`config.mk`:
```
export PLATFORM = sky130hd
export DESIGN_NAME = tap_tempo_estimator
export DESIGN_NICKNAME = d
export VERILOG_FILES = /design/src/rtl/tte_pkg.sv /design/src/rtl/tte_serial_mul.sv /design/src/rtl/tte_serial_div.sv /design/src/rtl/tap_tempo_estimator.sv
export VERILOG_INCLUDE_DIRS = /design/src /design/src/rtl
export SDC_FILE = /design/constraint.sdc
export NUM_CORES = 1
export LEC_CHECK = 0
export ABC_CLOCK_PERIOD_IN_PS = 8350
export BUFFER_PORTS_ARGS = -buffer_cell sky130_fd_sc_hd__buf_2
export CAP_MARGIN = 30
export CORE_ASPECT_RATIO = 0.8
export CORE_UTILIZATION = 60
export CTS_CLUSTER_SIZE = 8
export DETAILED_ROUTE_END_ITERATION = 10
export PLACE_DENSITY = 0.78
export SETUP_SLACK_MARGIN = 0.15
export SYNTH_ARGS = -nofsm -noshare
export SYNTH_HDL_FRONTEND = slang
export SYNTH_SLANG_ARGS = --single-unit
```
`constraint.sdc`:
```
create_clock -name clk_i -period 8.35 [get_ports clk_i]
set_input_delay 0.835 -clock clk_i [delete_from_list [all_inputs] [get_ports clk_i]]
set_output_delay 0.835 -clock clk_i [all_outputs]
set_load 0.05 [all_outputs]
```
`src/rtl/tap_tempo_estimator_macros.svh`:
```
// Assertion macros for the tap tempo estimator.
// Included by the modules that check their own control logic; no other dependency.
`ifndef TAP_TEMPO_ESTIMATOR_MACROS_SVH
`define TAP_TEMPO_ESTIMATOR_MACROS_SVH

`ifndef SYNTH
// Checks prop on every rising clock edge outside reset.
`define TTE_ASSERT(name, prop) \
  name: assert property (@(posedge clk_i) disable iff (!rst_ni) (prop)) \
    else $error("tap tempo estimator check failed");
// Checks that cond implies res on the same edge.
`define TTE_ASSERT_IMPL(name, cond, res) \
  name: assert property (@(posedge clk_i) disable iff (!rst_ni) (cond) |-> (res)) \
    else $error("tap tempo estimator check failed");
`else
`define TTE_ASSERT(name, prop)
`define TTE_ASSERT_IMPL(name, cond, res)
`endif

`endif

```
`src/rtl/tte_pkg.sv`:
```
// Shared constants, widths and request/response types of the tap tempo estimator.
// Used by the serial multiplier, the serial divider and the top level.
package tte_pkg;

  localparam int COUNT_BITS    = 16;
  localparam int FRACTION_BITS = 8;

  localparam int TIME_W   = 32;
  localparam int REG_W    = 11;
  localparam int TEMPO_W  = 12;
  localparam int PERIOD_W = 16;
  localparam int TAPS_W   = 16;

  localparam int CFG_IDX_W = 1;
  localparam logic [CFG_IDX_W-1:0] REG_MIN_INTERVAL = 1'b0;
  localparam logic [CFG_IDX_W-1:0] REG_MAX_INTERVAL = 1'b1;
  localparam logic [REG_W-1:0] MIN_INTERVAL_RESET = 11'd214;
  localparam logic [REG_W-1:0] MAX_INTERVAL_RESET = 11'd1200;

  localparam int IN_TDATA_W  = 32;
  localparam int OUT_TDATA_W = 48;

  localparam longint unsigned MS_PER_MINUTE = 60000;
  localparam longint unsigned TEMPO_MAX     = 4095;
  localparam longint unsigned TAPS_MAX      = 65535;

  // Average in fixed point: integer part as wide as an interval register.
  localparam int AVG_W  = REG_W + FRACTION_BITS;
  localparam int PROD_W = AVG_W + COUNT_BITS;
  localparam int SUM_W  = PROD_W + 1;

  localparam logic [COUNT_BITS-1:0] COUNT_MAX = {COUNT_BITS{1'b1}};

  // Tempo numerator: 2 * 60000 * 2^FRACTION_BITS + average.
  localparam longint unsigned TNUM_BASE = (2 * MS_PER_MINUTE) << FRACTION_BITS;
  localparam longint unsigned TNUM_MAX  = TNUM_BASE + (64'd1 << AVG_W) - 1;
  localparam int TNUM_W = $clog2(TNUM_MAX + 1);

  localparam int NUM_W0 = (SUM_W > TNUM_W) ? SUM_W : TNUM_W;
  localparam int NUM_W  = (NUM_W0 > PERIOD_W) ? NUM_W0 : PERIOD_W;
  localparam int DEN_W0 = (COUNT_BITS + 1 > AVG_W + 1) ? COUNT_BITS + 1 : AVG_W + 1;
  localparam int DEN_W  = (DEN_W0 > TEMPO_W) ? DEN_W0 : TEMPO_W;
  localparam int STEP_W = $clog2(NUM_W + 1);
  localparam int MCNT_W = $clog2(COUNT_BITS + 1);

  typedef struct packed {
    logic              start;
    logic [NUM_W-1:0]  dividend;  // left aligned: the MSB of the value at NUM_W-1
    logic [DEN_W-1:0]  divisor;
    logic [STEP_W-1:0] steps;     // quotient bits to produce
  } tte_div_req_t;

  typedef struct packed {
    logic             done;
    logic [NUM_W-1:0] quotient;
  } tte_div_rsp_t;

  typedef struct packed {
    logic                  start;
    logic [AVG_W-1:0]      mcand;
    logic [COUNT_BITS-1:0] mplier;
  } tte_mul_req_t;

  typedef struct packed {
    logic              done;
    logic [PROD_W-1:0] product;
  } tte_mul_rsp_t;

endpackage

```
`src/rtl/tte_serial_mul.sv`:
```
// Bit-serial shift-and-add multiplier, one multiplier bit per cycle.
// Depends on tte_pkg for widths and the request/response structs.
module tte_serial_mul
  import tte_pkg::*;
(
  input  logic         clk_i,
  input  logic         rst_ni,
  input  tte_mul_req_t req_i,
  output tte_mul_rsp_t rsp_o
);

  logic                  busy_q, busy_d;
  logic                  done_q, done_d;
  logic [MCNT_W-1:0]     cnt_q, cnt_d;
  logic [PROD_W-1:0]     acc_q, acc_d;
  logic [PROD_W-1:0]     mcand_q, mcand_d;
  logic [COUNT_BITS-1:0] mplier_q, mplier_d;

  always_comb begin
    busy_d   = busy_q;
    done_d   = 1'b0;
    cnt_d    = cnt_q;
    acc_d    = acc_q;
    mcand_d  = mcand_q;
    mplier_d = mplier_q;
    if (req_i.start) begin
      busy_d   = 1'b1;
      cnt_d    = MCNT_W'(COUNT_BITS);
      acc_d    = '0;
      mcand_d  = PROD_W'(req_i.mcand);
      mplier_d = req_i.mplier;
    end else if (busy_q) begin
      if (mplier_q[0]) begin
        acc_d = acc_q + mcand_q;
      end
      mcand_d  = mcand_q << 1;
      mplier_d = mplier_q >> 1;
      cnt_d    = cnt_q - MCNT_W'(1);
      if (cnt_q == MCNT_W'(1)) begin
        busy_d = 1'b0;
        done_d = 1'b1;
      end
    end
  end

  always_ff @(posedge clk_i or negedge rst_ni) begin
    if (!rst_ni) begin
      busy_q <= 1'b0;
      done_q <= 1'b0;
      cnt_q  <= '0;
    end else begin
      busy_q <= busy_d;
      done_q <= done_d;
      cnt_q  <= cnt_d;
    end
  end

  always_ff @(posedge clk_i) begin
    acc_q    <= acc_d;
    mcand_q  <= mcand_d;
    mplier_q <= mplier_d;
  end

  assign rsp_o.done    = done_q;
  assign rsp_o.product = acc_q;

endmodule

```
`src/rtl/tte_serial_div.sv`:
```
// Restoring divider that produces one quotient bit per cycle, shared by all divisions.
// Depends on tte_pkg for widths and the request/response structs.
module tte_serial_div
  import tte_pkg::*;
(
  input  logic         clk_i,
  input  logic         rst_ni,
  input  tte_div_req_t req_i,
  output tte_div_rsp_t rsp_o
);

  logic              busy_q, busy_d;
  logic              done_q, done_d;
  logic [STEP_W-1:0] cnt_q, cnt_d;
  logic [DEN_W-1:0]  rem_q, rem_d;
  logic [DEN_W-1:0]  den_q, den_d;
  logic [NUM_W-1:0]  dq_q, dq_d;
  logic [DEN_W:0]    trial;
  logic              fits;

  // The dividend shifts out at the top while quotient bits shift in at the bottom.
  assign trial = {rem_q, dq_q[NUM_W-1]};
  assign fits  = trial >= {1'b0, den_q};

  always_comb begin
    busy_d = busy_q;
    done_d = 1'b0;
    cnt_d  = cnt_q;
    rem_d  = rem_q;
    den_d  = den_q;
    dq_d   = dq_q;
    if (req_i.start) begin
      busy_d = 1'b1;
      cnt_d  = req_i.steps;
      rem_d  = '0;
      den_d  = req_i.divisor;
      dq_d   = req_i.dividend;
    end else if (busy_q) begin
      rem_d = fits ? DEN_W'(trial - {1'b0, den_q}) : trial[DEN_W-1:0];
      dq_d  = {dq_q[NUM_W-2:0], fits};
      cnt_d = cnt_q - STEP_W'(1);
      if (cnt_q == STEP_W'(1)) begin
        busy_d = 1'b0;
        done_d = 1'b1;
      end
    end
  end

  always_ff @(posedge clk_i or negedge rst_ni) begin
    if (!rst_ni) begin
      busy_q <= 1'b0;
      done_q <= 1'b0;
      cnt_q  <= '0;
    end else begin
      busy_q <= busy_d;
      done_q <= done_d;
      cnt_q  <= cnt_d;
    end
  end

  always_ff @(posedge clk_i) begin
    rem_q <= rem_d;
    den_q <= den_d;
    dq_q  <= dq_d;
  end

  assign rsp_o.done     = done_q;
  assign rsp_o.quotient = dq_q;

endmodule

```
`src/rtl/tap_tempo_estimator.sv`:
```
// Top level of the tap tempo estimator: tap handshake, running average control and output.
// Depends on tte_pkg, tte_serial_mul, tte_serial_div and the assertion macro header.
//
// Each accepted item is one tap timestamp in ms. A tap whose interval to the previous tap
// falls outside the configured window, or that only seeds the average, is taken while
// the block is idle and yields no result. Any other tap yields one result item: the
// bit-serial multiplier forms average * count, then one shared restoring divider, one
// quotient bit per cycle, computes the new average, the rounded tempo and the beat
// period in turn. No new tap is taken while that sequence runs; a finished result
// waits in an output register, so the next tap is taken while it is not yet collected.
`include "tap_tempo_estimator_macros.svh"

module tap_tempo_estimator
  import tte_pkg::*;
(
  input  logic                   clk_i,
  input  logic                   rst_ni,
  // tap_time_ms [31:0]
  input  logic [IN_TDATA_W-1:0]  s_axis_tdata,
  input  logic                   s_axis_tvalid,
  output logic                   s_axis_tready,
  // tempo_bpm [11:0], beat_period_ms [27:12], taps_averaged [43:28], zero fill [47:44]
  output logic [OUT_TDATA_W-1:0] m_axis_tdata,
  output logic                   m_axis_tvalid,
  input  logic                   m_axis_tready,
  input  logic                   cfg_we_i,
  input  logic [CFG_IDX_W-1:0]   cfg_idx_i,
  input  logic [REG_W-1:0]       cfg_wdata_i
);

  typedef enum logic [5:0] {
    S_IDLE       = 6'b000001,
    S_MUL        = 6'b000010,
    S_DIV_AVG    = 6'b000100,
    S_DIV_TEMPO  = 6'b001000,
    S_DIV_PERIOD = 6'b010000,
    S_OUT        = 6'b100000
  } tte_state_e;

  tte_state_e state_q, state_d;

  logic [REG_W-1:0]      min_q, max_q;
  logic [TIME_W-1:0]     last_q, last_d;
  logic [AVG_W-1:0]      avg_q, avg_d;
  logic [COUNT_BITS-1:0] count_q, count_d;
  logic [AVG_W-1:0]      scaled_q, scaled_d;
  logic [TEMPO_W-1:0]    bpm_q, bpm_d;
  logic [PERIOD_W-1:0]   period_q, period_d;
  logic                  out_valid_q;
  logic [OUT_TDATA_W-1:0] out_data_q;
  logic                  out_load;

  logic                  in_acc;
  logic [TIME_W-1:0]     interval;
  logic                  in_window;
  logic [AVG_W-1:0]      scaled;
  logic [SUM_W-1:0]      sum;
  logic [AVG_W-1:0]      new_avg;
  logic [TNUM_W-1:0]     tnum;
  logic [TNUM_W-1:0]     tquot;
  logic [TAPS_W-1:0]     taps;

  tte_mul_req_t mul_req;
  tte_mul_rsp_t mul_rsp;
  tte_div_req_t div_req;
  tte_div_rsp_t div_rsp;

  tte_serial_mul u_mul (
    .clk_i  (clk_i),
    .rst_ni (rst_ni),
    .req_i  (mul_req),
    .rsp_o  (mul_rsp)
  );

  tte_serial_div u_div (
    .clk_i  (clk_i),
    .rst_ni (rst_ni),
    .req_i  (div_req),
    .rsp_o  (div_rsp)
  );

  assign s_axis_tready = (state_q == S_IDLE);
  assign in_acc        = s_axis_tvalid && s_axis_tready;

  // Unsigned subtraction gives the interval modulo 2^32 across a timestamp wrap.
  assign interval  = s_axis_tdata[TIME_W-1:0] - last_q;
  assign in_window = (interval < TIME_W'(max_q)) && (interval > TIME_W'(min_q));
  assign scaled    = AVG_W'(interval[REG_W-1:0]) << FRACTION_BITS;

  assign sum     = SUM_W'(mul_rsp.product) + SUM_W'(scaled_q);
  assign new_avg = div_rsp.quotient[AVG_W-1:0];
  assign tnum    = TNUM_W'(TNUM_BASE) + TNUM_W'(new_avg);
  assign tquot   = div_rsp.quotient[TNUM_W-1:0];

  always_comb begin
    state_d  = state_q;
    last_d   = last_q;
    avg_d    = avg_q;
    count_d  = count_q;
    scaled_d = scaled_q;
    bpm_d    = bpm_q;
    period_d = period_q;
    out_load = 1'b0;

    mul_req.start  = 1'b0;
    mul_req.mcand  = avg_q;
    mul_req.mplier = count_q;

    div_req.start    = 1'b0;
    div_req.dividend = '0;
    div_req.divisor  = '0;
    div_req.steps    = '0;

    case (state_q)
      S_IDLE: begin
        if (in_acc) begin
          last_d = s_axis_tdata[TIME_W-1:0];
          if (!in_window) begin
            count_d = '0;
          end else if (count_q == '0) begin
            avg_d   = scaled;
            count_d = COUNT_BITS'(1);
          end else begin
            scaled_d      = scaled;
            mul_req.start = 1'b1;
            state_d       = S_MUL;
          end
        end
      end
      S_MUL: begin
        if (mul_rsp.done) begin
          div_req.start    = 1'b1;
          div_req.dividend = NUM_W'(sum) << (NUM_W - SUM_W);
          div_req.divisor  = DEN_W'({1'b0, count_q} + (COUNT_BITS + 1)'(1));
          div_req.steps    = STEP_W'(SUM_W);
          state_d          = S_DIV_AVG;
        end
      end
      S_DIV_AVG: begin
        if (div_rsp.done) begin
          avg_d = new_avg;
          if (count_q != COUNT_MAX) begin
            count_d = count_q + COUNT_BITS'(1);
          end
          // A zero divisor would give an all-ones quotient, which saturates to the maximum tempo.
          div_req.start    = 1'b1;
          div_req.dividend = NUM_W'(tnum) << (NUM_W - TNUM_W);
          div_req.divisor  = DEN_W'({new_avg, 1'b0});
          div_req.steps    = STEP_W'(TNUM_W);
          state_d          = S_DIV_TEMPO;
        end
      end
      S_DIV_TEMPO: begin
        if (div_rsp.done) begin
          if (64'(tquot) > TEMPO_MAX) begin
            bpm_d = TEMPO_W'(TEMPO_MAX);
          end else if (tquot == '0) begin
            bpm_d = TEMPO_W'(1);
          end else begin
            bpm_d = tquot[TEMPO_W-1:0];
          end
          div_req.start    = 1'b1;
          div_req.dividend = NUM_W'(PERIOD_W'(MS_PER_MINUTE)) << (NUM_W - PERIOD_W);
          div_req.divisor  = DEN_W'(bpm_d);
          div_req.steps    = STEP_W'(PERIOD_W);
          state_d          = S_DIV_PERIOD;
        end
      end
      S_DIV_PERIOD: begin
        if (div_rsp.done) begin
          period_d = div_rsp.quotient[PERIOD_W-1:0];
          state_d  = S_OUT;
        end
      end
      S_OUT: begin
        if (!out_valid_q || m_axis_tready) begin
          out_load = 1'b1;
          state_d  = S_IDLE;
        end
      end
      default: begin
        state_d = S_IDLE;
      end
    endcase
  end

  assign taps = (64'(count_q) > TAPS_MAX) ? TAPS_W'(TAPS_MAX) : TAPS_W'(count_q);

  always_ff @(posedge clk_i or negedge rst_ni) begin
    if (!rst_ni) begin
      state_q     <= S_IDLE;
      min_q       <= MIN_INTERVAL_RESET;
      max_q       <= MAX_INTERVAL_RESET;
      last_q      <= '0;
      avg_q       <= '0;
      count_q     <= '0;
      out_valid_q <= 1'b0;
    end else begin
      state_q <= state_d;
      last_q  <= last_d;
      avg_q   <= avg_d;
      count_q <= count_d;
      if (cfg_we_i) begin
        case (cfg_idx_i)
          REG_MIN_INTERVAL: min_q <= cfg_wdata_i;
          REG_MAX_INTERVAL: max_q <= cfg_wdata_i;
          default: begin
          end
        endcase
      end
      if (out_load) begin
        out_valid_q <= 1'b1;
      end else if (m_axis_tready) begin
        out_valid_q <= 1'b0;
      end
    end
  end

  always_ff @(posedge clk_i) begin
    scaled_q <= scaled_d;
    bpm_q    <= bpm_d;
    period_q <= period_d;
    if (out_load) begin
      out_data_q <= OUT_TDATA_W'({taps, period_q, bpm_q});
    end
  end

  assign m_axis_tvalid = out_valid_q;
  assign m_axis_tdata  = out_data_q;

  // The multiplier reports only while the sequence waits for it.
  `TTE_ASSERT_IMPL(a_mul_done_in_mul, mul_rsp.done, state_q == S_MUL)
  // The divider reports only during one of the three divisions.
  `TTE_ASSERT_IMPL(a_div_done_in_div, div_rsp.done,
                   state_q == S_DIV_AVG || state_q == S_DIV_TEMPO || state_q == S_DIV_PERIOD)
  // An update always averages with a seeded, nonzero count.
  `TTE_ASSERT_IMPL(a_count_seeded, state_q == S_MUL, count_q != '0)
  // A loaded result leaves the output register valid on the next edge.
  `TTE_ASSERT(a_out_loaded, out_load |=> m_axis_tvalid)

endmodule
```
==> results of run 1 <==
## worst max-delay path, cell delays in order
cell	delay, ps
buf_2	80
inv_1	40
ha_1	220
fa_1	400
nand2b_1	180
a21oi_1	300
o21a_1	340
a21o_1	160
a21oi_1	70
xnor2_1	350
ha_1	320
and4_1	150
and4_1	240
or3_1	340
a2111oi_0	280
and3_1	210
o2111ai_1	120
nor4bb_1	300
nand4_1	190
nor4_4	470
and4_4	320
or2_2	720
## power groups by stage
stage,registers [mW],clock network [mW],logic [mW]
2_1_floorplan,1.91,0,0.365
6_report,1.90,1.88,0.548
4_1_cts,1.90,1.91,0.530
3_5_place_dp,1.93,0,0.523
3_3_place_gp,1.93,0,0.518
5_1_grt,1.90,1.97,0.598
## cell usage in the layout, fill, tap and decap left out, drive strengths merged, types with 8 or more instances in the layout
| cell | count |
|---|---|
| mux2i | 31 |
| o221ai | 12 |
| dfxtp | 71 |
| o211ai | 19 |
| a21o | 40 |
| edfxtp | 174 |
| xnor2 | 68 |
| a211oi | 13 |
| nor3 | 34 |
| clkbuf | 89 |
| nand2 | 213 |
| o21a | 34 |
| inv | 134 |
| nand2b | 19 |
| nand4 | 33 |
| nor2b | 13 |
| o21bai | 17 |
| a31oi | 21 |
| and3 | 27 |
| mux2 | 56 |
| or3 | 24 |
| ha | 125 |
| nor2 | 160 |
| o21ai | 146 |
| a22oi | 10 |
| xor2 | 36 |
| and4 | 10 |
| dfstp | 10 |
| buf | 114 |
| dfrtp | 101 |
| o22ai | 8 |
| nor4 | 15 |
| nand3 | 31 |
| a21oi | 174 |
| a22o | 17 |
## per-stage QoR
step / utilization, % / std cells / setup slack [ps]
2_1_floorplan: - / 2089 / 2180
3_3_place_gp: 64.0 / 2530 / 1640
3_5_place_dp: 64.0 / 2532 / 1370
4_1_cts: 68.4 / 2623 / 1950
5_1_grt: 68.5 / 2625 / 1420
6_report: 68.5 / 2625 / 1880
## cell families (layout without fill, tap and decap cells)
group,after synthesis,after routing,synth area share [%]
flip-flops,356,356,46.4
other,1,4,0.0184
AND/OR/NAND/NOR,615,615,14.4
adder cells (fa/ha/maj),129,129,8.08
XOR/XNOR,104,104,4.48
buffers and inverters,229,338,4.66
AO/OA/AOI/OAI,565,565,17.3
multiplexers,87,87,4.63
## area by class of cell
type	count	area [sq um]
clock inverters	2	12.5
fillers	2516	10400
inverters	133	499
repair buffers	114	683
flip-flops and latches	356	9440
multi-input cells	1504	9980
well taps	427	534
clock buffers	89	1420
## state kept, by name, summed over array words and instances (netlist names), 19 cells and up
register / count
u_mul.acc_q: 35
u_div.rem_q: 20
u_div.den_q: 20
avg_q: 19
u_mul.mcand_q: 35
u_div.dq_q: 36
last_q: 32
m_axis_tdata: 44
## how the worst max path moves through the flow
stage | to | slack [ps] | cells after the start
finish | u_mul.mcand_q[18] | 1880 | 22
global route | u_mul.mcand_q[17] | 1420 | 20
CTS | u_mul.mcand_q[1] | 1950 | 22
detailed placement | u_mul.mcand_q[11] | 1370 | 22
global placement | u_mul.mcand_q[18] | 1640 | 22
floorplan | u_mul.mcand_q[0] | 2180 | 23
## routing by layer
| layer | track usage, % | vias up | wire, microns |
|---|---|---|---|
| met3 | 8.18 | 100 | 5700 |
| met1 | 46.1 | 7850 | 24800 |
| met4 | 9.37 | 0 | 1350 |
| li1 | - | 7710 | - |
| met5 | 0 | - | 0 |
| met2 | 45.4 | 785 | 22400 |
==> impl_metrics.csv, run 1 <==
group,metric,value,unit
final_layout,antenna_cells,0,
final_layout,fin_nets,2337,
floorplan,start_util,61.8,%
power_and_ir_drop,power.density,192,nW/um^2
synthesis,ys_types,75,
job,drv_cap,0,
timing,period_needed,6470,ps
power_and_ir_drop,pwr-share-seq,43.9,%
critical_path,end_kind,"flip-flop",
synthesis,yosysWarningCount,0,
timing,tightest_slew,1140,ps
timing,slew_violations,0,
timing,rsz0062_at_grt,"false",
floorplan,ioPinCount,99,
power_and_ir_drop,p_sw_share,26.0,%
synthesis,async_reset_ff_share,31.2,%
synthesis,synth_top_cell_area_share,25.7,%
routing,vias,16445,
synthesis,yosysTopAreaCell,"edfxtp_1",
clock_tree,clock-root-buffer,"clkbuf_16",
synthesis,synth-seq-area-share,46.4,%
routing,drc,0,
critical_path,critPathLaunchType,"primary input",
clock_tree,holdBufCountCts,0,
global_routing,grt_max_degree,92,
placement,portBuffers,94,
timing,setup_violations,0,
power_and_ir_drop,combPwrFrac,12.7,%
clock_tree,htree_levels,2,
routing,first_pass_iters,5,
clock_tree,numCtsBuffers,50,
power_and_ir_drop,vdd_drop_max,0.000150,V
power_and_ir_drop,total_switching_power,1.12,mW
clock_tree,clock_path_buffers,3,
timing,skew,24.8,ps
critical_path,crit_path_max_fanout,35,
timing,holdWs,105,ps
routing,viasPerCell,6.26,
critical_path,r2r-start,"last_q[0]",
power_and_ir_drop,p_total,4.32,mW
global_routing,overflow,0,
final_layout,final_area,22600,sq um
synthesis,synth_commonest_cells,"nand2_1 (213), edfxtp_1 (174), a21oi_1 (173)",
placement,dp_hpwl,38.8,mm
final_layout,area_growth,11.0,%
placement,placed_area,21100,sq um
floorplan,die_w,208,microns
timing,max_slew_margin,23.7,%
clock_tree,clock_latency,570,ps
timing,finalCritPeriodShare,77.5,%
power_and_ir_drop,p_clk_share,43.4,%
critical_path,cp-startpoint,"s_axis_tdata[0]",
routing,wl_per_cell,20.7,microns
critical_path,critPathKind,"primary input to flip-flop",
critical_path,r2r_cells,20,
synthesis,netlist_area,20300,sq um
global_routing,grt_antenna_before_repair,0,
routing,ant_nets,0,
global_routing,grt_pass1_vias,15445,
timing,tns,0,ps
floorplan,rows,59,
floorplan,die_height,167,microns
synthesis,synth.most_common_cell,"nand2_1",
routing,wl,54.2,mm
synthesis,synthCells,2086,
clock_tree,postCtsSetupRepairBufs,0,
critical_path,crit_arrival,6650,ps
global_routing,grt_pass1_wl,85.4,mm
power_and_ir_drop,p_leak,9.24,nW
clock_tree,cts_tree,"built",
critical_path,r2r_end,"u_mul.mcand_q[18]",
floorplan,dieArea,34600,sq um
power_and_ir_drop,internal_power,3.20,mW
run_status,status,"finished, final reports clean",
placement,gp_congestion,0.968,
clock_tree,cts.sinks,356,
clock_tree,clk_pin_slew,60,ps
synthesis,yosys_register_bits,356,
clock_tree,ctsResizeCount,0,
critical_path,rrSetupSlack,1890,ps
synthesis,ys.flop_type,"edfxtp_1",
timing,fmax,155,MHz
synthesis,synth_edf_count,174,
worst_hold_path,hp-class,"primary input to async pin",
global_routing,grt_usage,31.4,%
critical_path,cp.required,8530,ps
synthesis,postSynthAreaPerCell,9.75,sq um
timing,hold_viol,0,
floorplan,core_region_area,32900,sq um
synthesis,yosys-top-cells-area,"edfxtp_1 (26%), dfrtp_1 (12%), ha_1 (7.7%)",
routing,drtIter0Drc,1734,
final_layout,drive_gt1_share,10.9,%
Note: power is estimated with default switching activity, not from simulation.
==> run 2, diff against run 1 <==
- ABC_CLOCK_PERIOD_IN_PS: 8350 -> 6700
- clock period: 8.35 -> 6.7 ns (I/O delays scaled with it)
==> run 2 against run 1 <==
  * Worst hold slack better by 30 ps
  * Critical path depth shrank 1
  * Register-to-register slack lost 1500 ps
  * Highest routed layer unchanged
  * Total power increased by 25%
  * Sequential cell count unchanged
==> impl_metrics.csv, run 2 (synthesis results as in run 1) <==
group,metric,value,unit
placement,gp_congestion,0.950,
critical_path,end_kind,"flip-flop",
routing,drc,0,
global_routing,grt_max_degree,66,
timing,fmax,159,MHz
final_layout,area_growth,11.3,%
run_status,status,"finished, final reports clean",
timing,rsz0062_at_grt,"false",
final_layout,fin_nets,2345,
clock_tree,clock-root-buffer,"clkbuf_16",
floorplan,die_height,167,microns
clock_tree,ctsResizeCount,0,
final_layout,drive_gt1_share,11.2,%
clock_tree,postCtsSetupRepairBufs,0,
timing,hold_viol,0,
timing,tns,0,ps
global_routing,grt_pass1_vias,15521,
clock_tree,holdBufCountCts,0,
clock_tree,htree_levels,2,
critical_path,crit_arrival,6600,ps
routing,met2WireLength,22.9,mm
clock_tree,cts_tree,"built",
routing,wl,55.1,mm
global_routing,grt_pass1_wl,86.6,mm
timing,setup_violations,0,
critical_path,crit_buf_inv,1,
timing,max_slew_margin,40.6,%
routing,viasPerCell,6.26,
worst_hold_path,hp-class,"primary input to async pin",
final_layout,regArea,9440,sq um
floorplan,dieArea,34600,sq um
timing,tightest_slew,884,ps
critical_path,cp.required,7010,ps
routing,drtIter0Drc,1840,
clock_tree,clock_path_buffers,3,
timing,slew_violations,0,
critical_path,critPathKind,"flip-flop to flip-flop",
clock_tree,clk_pin_slew,60,ps
global_routing,grt_usage,31.7,%
routing,met1_length,25.6,mm
critical_path,critPathTopFamily,"simple AND/OR/NAND/NOR gates",
critical_path,critPathLaunchType,"flip-flop",
routing,top_layer,"met4",
routing,vias,16489,
final_layout,layout.cells.most_common,"nand2_1",
placement,dp_hpwl,40.0,mm
power_and_ir_drop,vdd_drop_max,0.000191,V
global_routing,overflow,0,
final_layout,final_area,22600,sq um
floorplan,ioPinCount,99,
placement,dp.cells,2540,
timing,finalCritPeriodShare,93.9,%
timing,skew,25.4,ps
critical_path,cp_cell_sequence,"ha_1 -> fa_1 -> nand2b_1 -> a21oi_1 -> o21a_1 -> a21o_1 -> a21oi_1 -> xnor2_1 -> ha_1 -> and4_1 -> and4_1 -> or3_1 -> a2111oi_0 -> and3_1 -> o2111ai_1 -> nor4bb_1 -> nand4_1 -> nor4_4 -> and4_4 -> buf_4 -> mux2_2",
power_and_ir_drop,p_leak,9.28,nW
timing,holdWs,134,ps
critical_path,crit_path_max_fanout,26,
clock_tree,cts.sinks,356,
floorplan,start_util,61.8,%
final_layout,fillers,2537,
final_layout,final_cell_mix,"nand2_1 (213), edfxtp_1 (174), a21oi_1 (172)",
placement,placed_area,21200,sq um
routing,first_pass_iters,6,
critical_path,critPathSlowestCell,"a2111oi_0",
clock_tree,clock_latency,570,ps
routing,met3_length,5.23,mm
floorplan,core_region_area,32900,sq um
final_layout,multi_input_area,9980,sq um
routing,ant_nets,0,
global_routing,grt_antenna_before_repair,0,
job,drv_cap,0,
placement,portBuffers,94,
floorplan,die_w,208,microns
final_layout,antenna_cells,0,
final_layout,fin_util,68.7,%
floorplan,rows,59,
routing,wl_per_cell,20.9,microns
clock_tree,numCtsBuffers,50,
power_and_ir_drop,power.density,239,nW/um^2
critical_path,slowest_delay,570,ps
final_layout,fin_cells,2632,
timing,period_needed,6290,ps
final_layout,largest_reg_flops,44,
==> run 2: worst paths after layout <==
check	start	end	slack, ps	cells past startpoint
hold / removal	rst_ni	max_q[8]	130	1
max in group asynchronous	rst_ni	u_div.done_q	5200	2
hold reg to reg	bpm_q[1]	m_axis_tdata[1]	420	0
setup / recovery	last_q[0]	u_mul.mcand_q[10]	410	21
min in group clk_i	s_axis_tdata[5]	last_q[5]	330	3
setup reg to reg	last_q[0]	u_mul.mcand_q[10]	410	21
==> run 2: per-layer routing <==
layer  up-vias  track usage (%)
met5         -                0
met4         0             8.66
met3       104             6.47
met2       825             45.4
met1      7845             48.5
li1       7715                -
==> run 2: where the power goes <==
group | internal (mW) | switching [mW]
logic | 0.248 | 0.441
clock network | 1.43 | 0.933
registers | 2.33 | 0.0336
==> run 2: area by class of cell <==
class	instances	area share [%]
multi-input combinational	1504	44.1
sequential	356	41.7
clock buffer	88	6.16
timing repair buffer	122	3.25
tap	427	2.36
inverter	133	2.21
clock inverter	2	0.205
==> run 2: per-stage QoR <==
step	setup slack [ps]	total power [mW]
after floorplan	698	2.84
after global placement	347	3.06
after detailed placement	178	3.06
after CTS	567	5.41
after global routing	195	5.59
final	407	5.41
==> run 2: worst reg2reg max path, stage by stage, from the launching register on <==
cell	delay, ps
dfrtp_1	380
ha_1	220
fa_1	410
nand2b_1	180
a21oi_1	280
o21a_1	340
a21o_1	160
a21oi_1	70
xnor2_1	240
ha_1	300
and4_1	150
and4_1	210
or3_1	350
a2111oi_0	570
and3_1	250
o2111ai_1	110
nor4bb_1	270
nand4_1	180
nor4_4	250
and4_4	530
buf_4	250
mux2_2	340
==> run 3, diff against run 2 <==
- ABC_AREA: unset -> 1
==> run 3 against run 2 <==
  * Worst hold slack better by 75 ps
  * Non-clock buffer count is 10 lower
  * Synthesized cell count is 41% higher
  * Clock power hardly changed
  * Routed wire length is 12% higher
  * Register-to-register slack better by 1500 ps
  * Critical path type unchanged
  * Cell area is 7.3% higher
  * Area after synthesis is 7.6% higher
  * Sequential cell count stayed put
  * Highest routed layer unchanged
  * Worst setup slack better by 1500 ps
  * Cell count is 35% higher
  * Combinational power is 7.6% lower
==> impl_metrics.csv, run 3 <==
group,metric,value,unit
clock_tree,holdBufCountCts,0,
critical_path,slowest_delay,710,ps
global_routing,grt_max_degree,81,
global_routing,grt_usage,33.3,%
routing,drc,0,
power_and_ir_drop,p_total,5.36,mW
clock_tree,clock_path_buffers,3,
timing,fmax,207,MHz
routing,ant_nets,0,
power_and_ir_drop,p_leak,12.4,nW
timing,period_needed,4820,ps
synthesis,yosysWarningCount,0,
critical_path,crit_buf_inv,4,
floorplan,core_region_area,35900,sq um
placement,portBuffers,94,
clock_tree,ctsResizeCount,0,
critical_path,critPathKind,"flip-flop to flip-flop",
critical_path,crit_path_max_fanout,80,
final_layout,area_growth,11.0,%
timing,tightest_slew,925,ps
final_layout,drive_gt1_share,7.36,%
synthesis,synthCells,2944,
floorplan,die_w,215,microns
final_layout,layout.cells.most_common,"nand2_1",
job,drv_cap,0,
final_layout,fillers,3100,
global_routing,overflow,0,
synthesis,yosysTopAreaCell,"edfxtp_1",
synthesis,ys.flop_type,"edfxtp_1",
worst_hold_path,hp-class,"primary input to async pin",
routing,vias,19694,
critical_path,critPathSlowestCell,"buf_4",
global_routing,grt_antenna_before_repair,1,
floorplan,dieArea,37200,sq um
final_layout,final_cell_mix,"nand2_1 (849), inv_1 (506), nor2_1 (264)",
synthesis,synth-seq-area-share,43.1,%
critical_path,cp-startpoint,"last_q[0]",
clock_tree,postCtsSetupRepairBufs,0,
synthesis,synth_commonest_cells,"nand2_1 (849), inv_1 (506), nor2_1 (266)",
timing,max_slew_margin,38.1,%
critical_path,cp.required,7030,ps
critical_path,crit_arrival,5150,ps
critical_path,cp_common_cell,"nand2_1",
floorplan,ioPinCount,99,
synthesis,async_reset_ff_share,31.2,%
synthesis,yosys_register_bits,356,
timing,setup_violations,0,
global_routing,grt_pass1_wl,97.9,mm
placement,gp_congestion,0.988,
clock_tree,clock-root-buffer,"clkbuf_16",
clock_tree,cts.sinks,356,
final_layout,regArea,9440,sq um
floorplan,die_height,173,microns
clock_tree,clock_latency,590,ps
clock_tree,cts_tree,"built",
final_layout,fin_nets,3220,
synthesis,postSynthAreaPerCell,7.43,sq um
routing,wl_per_cell,17.3,microns
synthesis,synth_edf_count,174,
synthesis,yosys-top-cells-area,"edfxtp_1 (24%), nand2_1 (15%), dfrtp_1 (12%)",
placement,dp_hpwl,46.3,mm
timing,rsz0062_at_grt,"false",
synthesis,ys_types,53,
synthesis,synth.most_common_cell,"nand2_1",
routing,drtIter0Drc,2136,
floorplan,rows,62,
synthesis,netlist_area,21900,sq um
clock_tree,numCtsBuffers,50,
timing,finalCritPeriodShare,72.0,%
power_and_ir_drop,power.density,221,nW/um^2
clock_tree,htree_levels,2,
routing,first_pass_iters,6,
synthesis,synth_top_cell_area_share,23.9,%
timing,hold_viol,0,
critical_path,end_kind,"flip-flop",
global_routing,grt_pass1_vias,18188,
routing,viasPerCell,5.52,
final_layout,largest_reg_flops,44,
timing,skew,36.8,ps
critical_path,critPathTopFamily,"simple AND/OR/NAND/NOR gates",
timing,slew_violations,0,
run_status,status,"finished, final reports clean",
power_and_ir_drop,vdd_drop_max,0.000236,V
final_layout,multi_input_area,10100,sq um
floorplan,start_util,60.9,%
critical_path,critPathLaunchType,"flip-flop",
critical_path,r2r-start,"last_q[0]",
timing,tns,0,ps
routing,wl,61.5,mm
clock_tree,clk_pin_slew,60,ps
==> run 3: layout make-up <==
cell class	instances	area share [%]
Tap cell	480	2.47
Sequential cell	356	38.9
Timing Repair Buffer	112	2.67
Clock buffer	90	5.77
Clock inverter	4	0.247
Inverter	536	8.28
Antenna cell	1	0.0103
Multi-Input combinational cell	1986	41.7
==> run 3: path summary, 6_finish.rpt <==
check / end / slack (ps) / cells past startpoint
worst max register to register: u_mul.mplier_q[5] / 1880 / 27
max in group asynchronous: avg_q[7] / 5240 / 2
min in group clk_i: last_q[7] / 310 / 3
worst min-delay path: last_q[9] / 210 / 1
worst min register to register: m_axis_tdata[14] / 420 / 0
worst max-delay path: u_mul.mplier_q[5] / 1880 / 27
==> run 3: cells by family after synthesis <==
family	count (synthesis)	synth area share, %
AND/OR/NAND/NOR	1371	25.6
buffers and inverters	605	10.7
AO/OA/AOI/OAI	436	11.1
flip-flops	356	43.1
adder cells (fa/ha/maj)	129	7.52
XOR/XNOR	45	1.80
other	1	0.0171
multiplexers	1	0.0515
==> run 3: report_power, final <==
group / switching [mW] / internal [mW]
clock: 0.984 / 1.41
combinational: 0.430 / 0.206
sequential: 0.0181 / 2.32
total: 1.43 / 3.93
==> run 3: metrics by stage <==
stage                     setup slack (ps)  std cells  area, sq um  utilization (%)  hold slack (ps)
final                                 1880       3565        24300             67.6              210
after global routing                  1540       3565        24300             67.6              282
after CTS                             1940       3564        24300             67.6              232
after detailed placement              1540       3470        22800             63.5              405
after global placement                1730       3468        22800             63.4              406
after floorplan                       2180       2947        21900                -              374
==> run 3: per-layer routing <==
| metal | wire length [microns] | track usage, % | vias up |
|---|---|---|---|
| met5 | 0 | 0 | - |
| met4 | 1670 | 10.0 | 0 |
| met3 | 6450 | 7.70 | 126 |
| met2 | 25300 | 47.6 | 858 |
| met1 | 28100 | 50.1 | 9024 |
| li1 | - | - | 9686 |
